`src/hw/rtl/spq_pkg.sv`:
```
// shared types and codes for the sorted priority queue
package spq_pkg;

   localparam int IdWidth       = 16;
   localparam int PriorityWidth = 8;
   localparam int OccWidth      = 4;

   typedef enum logic {
      KIND_INSERT = 1'b0,
      KIND_REMOVE = 1'b1
   } kind_type;

   typedef enum logic [1:0] {
      STATUS_DONE  = 2'd0,
      STATUS_FULL  = 2'd1,
      STATUS_EMPTY = 2'd2
   } status_type;

   typedef struct packed {
      logic [IdWidth-1:0]       id;
      logic [PriorityWidth-1:0] prio;
   } entry_type;

   // per cell control from the queue controller
   typedef struct packed {
      logic insert;    // an insert is applied this cycle
      logic remove;    // a removal is applied this cycle
      logic occupied;  // cell holds a live entry
      logic at_tail;   // cell is the first free slot
   } cell_ctrl_type;

endpackage

```
`src/hw/rtl/spq_cell.sv`:
```
// one storage cell of the sorted queue chain
module spq_cell
   import spq_pkg::*;
(
   input  logic          clock,
   input  cell_ctrl_type ctrl,
   input  entry_type     new_entry,
   input  entry_type     left_entry,
   input  logic          left_greater,
   input  entry_type     right_entry,
   output logic          greater,
   output entry_type     entry
);

   entry_type entry_ff;
   entry_type entry_in;

   // live entry that must move behind the new one
   assign greater = ctrl.occupied && (entry_ff.prio > new_entry.prio);
   assign entry   = entry_ff;

   always_comb begin
      entry_in = entry_ff;
      if (ctrl.insert) begin
         if (left_greater) begin
            entry_in = left_entry;
         end else if (greater || ctrl.at_tail) begin
            entry_in = new_entry;
         end
      end else if (ctrl.remove) begin
         entry_in = right_entry;
      end
   end

   always_ff @(posedge clock) begin
      entry_ff <= entry_in;
   end

endmodule

```
`src/hw/rtl/sorted_priority_queue.sv`:
```
// sorted priority queue built as a chain of compare and shift cells
//
//   channel   direction  payload
//   req_      in         kind, new_id, new_priority
//   rsp_      out        status, out_id, out_priority, occupancy
//
// one request is taken per cycle unless a held response stalls it; the whole operation finishes in the cycle
// of acceptance, every cell comparing against the new priority in parallel
// the response appears in the cycle after acceptance, in an output register
// a new request is taken when no response is held or the held response is taken in the same cycle
// reset clears the entry count and the response valid; cell contents are
// left as they are and are only read below the count
module sorted_priority_queue
   import spq_pkg::*;
#(
   parameter int DEPTH = 8
) (
   input  logic                     clock,
   input  logic                     reset,
   input  logic                     req_valid,
   output logic                     req_ready,
   input  logic                     req_kind,
   input  logic [IdWidth-1:0]       req_new_id,
   input  logic [PriorityWidth-1:0] req_new_priority,
   output logic                     rsp_valid,
   input  logic                     rsp_ready,
   output logic [1:0]               rsp_status,
   output logic [IdWidth-1:0]       rsp_out_id,
   output logic [PriorityWidth-1:0] rsp_out_priority,
   output logic [OccWidth-1:0]      rsp_occupancy
);

   localparam int CW = $clog2(DEPTH + 1);

   // entry count
   logic [CW-1:0] count_ff;
   logic [CW-1:0] count_in;

   // response register
   logic                     rsp_valid_ff;
   logic                     rsp_valid_in;
   status_type               status_ff;
   status_type               status_in;
   entry_type                out_entry_ff;
   entry_type                out_entry_in;
   logic [OccWidth-1:0]      occ_ff;
   logic [OccWidth-1:0]      occ_in;

   logic          fire;
   logic          is_insert;
   logic          full;
   logic          empty;
   logic          insert_ok;
   logic          remove_ok;
   entry_type     new_entry;
   logic [CW+OccWidth-1:0] count_ext;

   // chain signals
   entry_type     cell_entry   [DEPTH];
   logic          cell_greater [DEPTH];

   assign req_ready = !rsp_valid_ff || rsp_ready;
   assign fire      = req_valid && req_ready;
   assign is_insert = (kind_type'(req_kind) == KIND_INSERT);
   assign full      = (count_ff >= CW'(DEPTH));
   assign empty     = (count_ff == '0);
   assign insert_ok = fire && is_insert && !full;
   assign remove_ok = fire && !is_insert && !empty;

   assign new_entry.id   = req_new_id;
   assign new_entry.prio = req_new_priority;

   // cell row: each cell sees its neighbors and the greater flag on its left
   for (genvar i = 0; i < DEPTH; i++) begin : g_cell
      cell_ctrl_type ctrl;
      entry_type     left_entry;
      entry_type     right_entry;
      logic          left_greater;

      assign ctrl.insert   = insert_ok;
      assign ctrl.remove   = remove_ok;
      assign ctrl.occupied = (CW'(i) < count_ff);
      assign ctrl.at_tail  = (CW'(i) == count_ff);

      if (i == 0) begin : g_head
         assign left_entry   = new_entry;
         assign left_greater = 1'b0;
      end else begin : g_body
         assign left_entry   = cell_entry[i-1];
         assign left_greater = cell_greater[i-1];
      end

      // the last cell has no right neighbor; what it takes is beyond the count
      if (i == DEPTH - 1) begin : g_last
         assign right_entry = cell_entry[i];
      end else begin : g_inner
         assign right_entry = cell_entry[i+1];
      end

      spq_cell u_cell (
         .clock        (clock),
         .ctrl         (ctrl),
         .new_entry    (new_entry),
         .left_entry   (left_entry),
         .left_greater (left_greater),
         .right_entry  (right_entry),
         .greater      (cell_greater[i]),
         .entry        (cell_entry[i])
      );
   end

   // count update and response build
   always_comb begin
      count_in     = count_ff;
      rsp_valid_in = rsp_valid_ff;
      status_in    = status_ff;
      out_entry_in = out_entry_ff;
      if (rsp_valid_ff && rsp_ready) begin
         rsp_valid_in = 1'b0;
      end
      if (insert_ok) begin
         count_in = count_ff + CW'(1);
      end else if (remove_ok) begin
         count_in = count_ff - CW'(1);
      end
      if (fire) begin
         rsp_valid_in = 1'b1;
         out_entry_in = '0;
         if (is_insert) begin
            status_in = full ? STATUS_FULL : STATUS_DONE;
         end else if (empty) begin
            status_in = STATUS_EMPTY;
         end else begin
            status_in    = STATUS_DONE;
            out_entry_in = cell_entry[0];
         end
      end
   end

   // occupancy reports the low bits of the count after the request
   assign count_ext = {{OccWidth{1'b0}}, count_in};
   assign occ_in    = fire ? count_ext[OccWidth-1:0] : occ_ff;

   always_ff @(posedge clock) begin
      if (reset) begin
         count_ff     <= '0;
         rsp_valid_ff <= 1'b0;
      end else begin
         count_ff     <= count_in;
         rsp_valid_ff <= rsp_valid_in;
      end
   end

   always_ff @(posedge clock) begin
      status_ff    <= status_in;
      out_entry_ff <= out_entry_in;
      occ_ff       <= occ_in;
   end

   assign rsp_valid        = rsp_valid_ff;
   assign rsp_status       = status_ff;
   assign rsp_out_id       = out_entry_ff.id;
   assign rsp_out_priority = out_entry_ff.prio;
   assign rsp_occupancy    = occ_ff;

endmodule

```
`config.mk`:
```
export PLATFORM = sky130hd
export DESIGN_NAME = sorted_priority_queue
export DESIGN_NICKNAME = d
export VERILOG_FILES = /design/src/hw/rtl/spq_pkg.sv /design/src/hw/rtl/spq_cell.sv /design/src/hw/rtl/sorted_priority_queue.sv
export SDC_FILE = /design/constraint.sdc
export NUM_CORES = 1
export LEC_CHECK = 0
export BUFFER_PORTS_ARGS = -buffer_cell sky130_fd_sc_hd__buf_2
export CORE_MARGIN = 2
export CORE_UTILIZATION = 55
export CTS_CLUSTER_DIAMETER = 120
export CTS_CLUSTER_SIZE = 20
export DETAILED_ROUTE_END_ITERATION = 12
export GPL_TIMING_DRIVEN = 0
export PLACE_DENSITY = 0.77
export SLEW_MARGIN = 20
export SYNTH_ARGS = -nofsm -noshare
export SYNTH_HDL_FRONTEND = slang
export SYNTH_SLANG_ARGS = --single-unit
```
`constraint.sdc`:
```
create_clock -name clock -period 4 [get_ports clock]
set_clock_uncertainty 0.15 [all_clocks]
set_input_delay 0.2 -clock clock [delete_from_list [all_inputs] [get_ports clock]]
set_output_delay 0.2 -clock clock [all_outputs]
set_load 0.03 [all_outputs]
```
==> metrics.csv <==
metric,value,unit
dieHeight,156.8,um
wirelength,35220,um
finalNetCount,1399,
postRouteAntennaNets,0,
route.detailed.drc,0,
synth_commonest_cells,"222 x edfxtp_1, 107 x o21ai_0, 106 x nor2_1, 102 x nand3_1, 97 x a31oi_1",
firstDrtPassIters,6,
max_stage_delay,560,ps
cts_tree,done,
worstSetupPathType,reg -> reg,
max_freq,295.5,MHz
slowest_stage,a41oi_4,
hold_buffers,11,
hp-start,req_new_id[9],
ff2ff_path_depth,9,
cts.sinks,227,
min_period,3384,ps
drt_iter0_drc,1635,
slew_viol_final,0,
fin_area,14320,um^2
grt_pass1_wl,55690,um
maxCapViolations,0,
syn_inst,1214,
grt_start_max_net_pins,31,
whs_path_depth,2,
rows,55,
grt_setup_unrepaired,no,
die_width,156.8,um
gp_congestion,0.9479,
pwr_density_cell,428.9,nW/um^2
cts_resized,0,
cp_cell_sequence,"ha_1, nand2_1, o21ai_0, and3_1, clkbuf_1, clkbuf_1, nor2_1, a41oi_4, buf_16",
core_area,22780,um^2
r2r_setup_slack,620,ps
timing.rr.start,g_cell[5].u_cell.entry[7],
p_leak,0.005264,uW
gr-total-overflow,0,
maxSlewHeadroom,29.47,%
grt_pass1_vias,10330,
path_clk_slew,80,ps
clk-insertion-delay-late,490,ps
synth.area.top_cells,"edfxtp_1 52%, ha_1 5.9%, a31oi_1 4.7%, o21ai_0 4.2%, nand3_1 4.0%",
critical_path_peak_fanout,13,
critPathRequiredTime,4030,ps
worst_slew_pin_slew,1057,ps
start_util,56.35,%
drt-wirelength-per-cell,21.59,um
status,"finished, final reports clean",
cts_buffers,15,
synth_top_area_share,51.93,%
place_hpwl,27650,um
htree_levels,1,
peakVddDrop,265.4,uV
finalPower,6141,uW
yosysMostFrequentCell,edfxtp_1,
r2r_end,g_cell[6].u_cell.entry[4],
vias,10570,
yosysWarningCount,0,
die_area,24580,um^2
cp_data_arrival_time,3420,ps
ys_ff_latch,227,
cts_buffer_depth,3,
hold_viol,0,
ys_seq_area_share,52.71,%
syn_area_per_cell,10.57,um^2
crit_path_start_kind,register,
end_kind,register,
synthToLayoutAreaGrowth,11.56,%
dpl-instance-area,13780,um^2
netlist_area,12840,um^2
hold_path.class,in -> reg,
port_buffers,60,
synth_top_area_cell,edfxtp_1,
crit_path_frequent_cell,clkbuf_1,
setup_viol,0,
cts_root_buffer,clkbuf_16,
post_cts_buffers,0,
period_share,84.60,%
drive_gt1_share,15.03,%
pin_count,61,
antenna_found_initial,0,
async_reset_ff_share,0,%
viasPerCell,6.479,
synth_edf_count,222,
ys.flop_type,edfxtp_1,
grt_use_total,29.21,%
holdPathEnd,g_cell[7].u_cell.entry[17],
synth_nets,1304,
synth.distinct_cells,56,
cell families (layout without fill, tap and decap cells):
kind of cell               count (synthesis)  in the layout  synth area share (%)
other                                      0              1                     0
AOI/OAI and AO/OA                        389            389                 19.85
and+or+nand+nor                          367            367                 13.78
xor gates and xnor gates                   2              2                0.1365
muxes                                     24             24                 2.105
DFF                                      227            227                 52.71
adders and majority gates                 61             61                 5.946
buffers and inverters                    144            247                 5.468
metrics by stage:
stage	utilization (%)	setup TNS [ps]	setup WS [ps]	instances	hold slack (ps)
final	62.87	0	615.8	1631	25.71
after global routing	62.86	0	463.3	1630	17.65
after CTS	62.86	0	628.1	1630	0.7732
after detailed placement	60.51	0	470.5	1594	312.8
after global placement	59.39	-86960	-1088	1587	316.4
after floorplan	-	0	89.14	1214	114.3
placed cells by master (no fill, tap or decap), types with 29 or more instances in the layout:
cell type / instances
o211ai_1: 54
nand2_1: 87
nor2_1: 106
o21ai_0: 106
clkbuf_1: 48
o2111ai_1: 48
a21oi_1: 30
ha_1: 61
edfxtp_1: 222
and3_1: 29
a31oi_1: 96
inv_1: 41
nand3_1: 102
buf_2: 103
worst max-delay path by stage:
stage	cells past startpoint	startpoint	endpoint	slack, ps
2_1_floorplan	7	rsp_valid	g_cell[0].u_cell.entry[0]	90
5_1_grt	9	g_cell[5].u_cell.entry[7]	g_cell[6].u_cell.entry[4]	460
3_5_place_dp	11	req_new_priority[7]	g_cell[6].u_cell.entry[9]	470
4_1_cts	9	g_cell[5].u_cell.entry[7]	g_cell[6].u_cell.entry[4]	630
6_report	9	g_cell[5].u_cell.entry[7]	g_cell[6].u_cell.entry[4]	620
3_3_place_gp	10	req_new_priority[7]	g_cell[6].u_cell.entry[10]	-1090
critical path: cells and delay by family, from the launching register on:
kind	cells	cell delay (ps)
compound gates	2	840
fa+ha+maj	1	360
buf+inv	3	820
flops	1	450
simple gates	3	460
area by class of cell:
type                       count  area, um^2
buffer                       103       548.0
tap                          313       391.6
clock inverter                 1       16.27
antenna                        1       2.502
multi-input combinational    843        5492
sequential                   227        6766
fill                        1821        8458
clock buffer                  24       409.1
timing repair buffer          78       540.5
inverter                      41       153.9
metal layers:
metal / global-route usage [%] / wire length, um / share of wire [%] / up-vias
met5: 0 / 0 / 0 / -
met4: 7.733 / 888 / 2.5 / 0
met3: 5.151 / 3987 / 11 / 61
met2: 47.01 / 16030 / 46 / 644
met1: 41.07 / 14320 / 41 / 4966
li1: - / - / - / 4897
sequential cells by signal, indices dropped and copies added, names as in the netlist:
register / cells
rsp_valid: 1
rsp_status: 2
count_ff: 4
g_cell.u_cell.entry: 192
rsp_occupancy: 4
rsp_out_priority: 8
rsp_out_id: 16
report_power, final:
part           total [uW]  internal (uW)  switching, uW
logic                1490            509            985
registers            3130           2980            154
clock network        1510            715            799
total                6140           4200           1940
No activity file was read; power rests on OpenSTA's default activity.
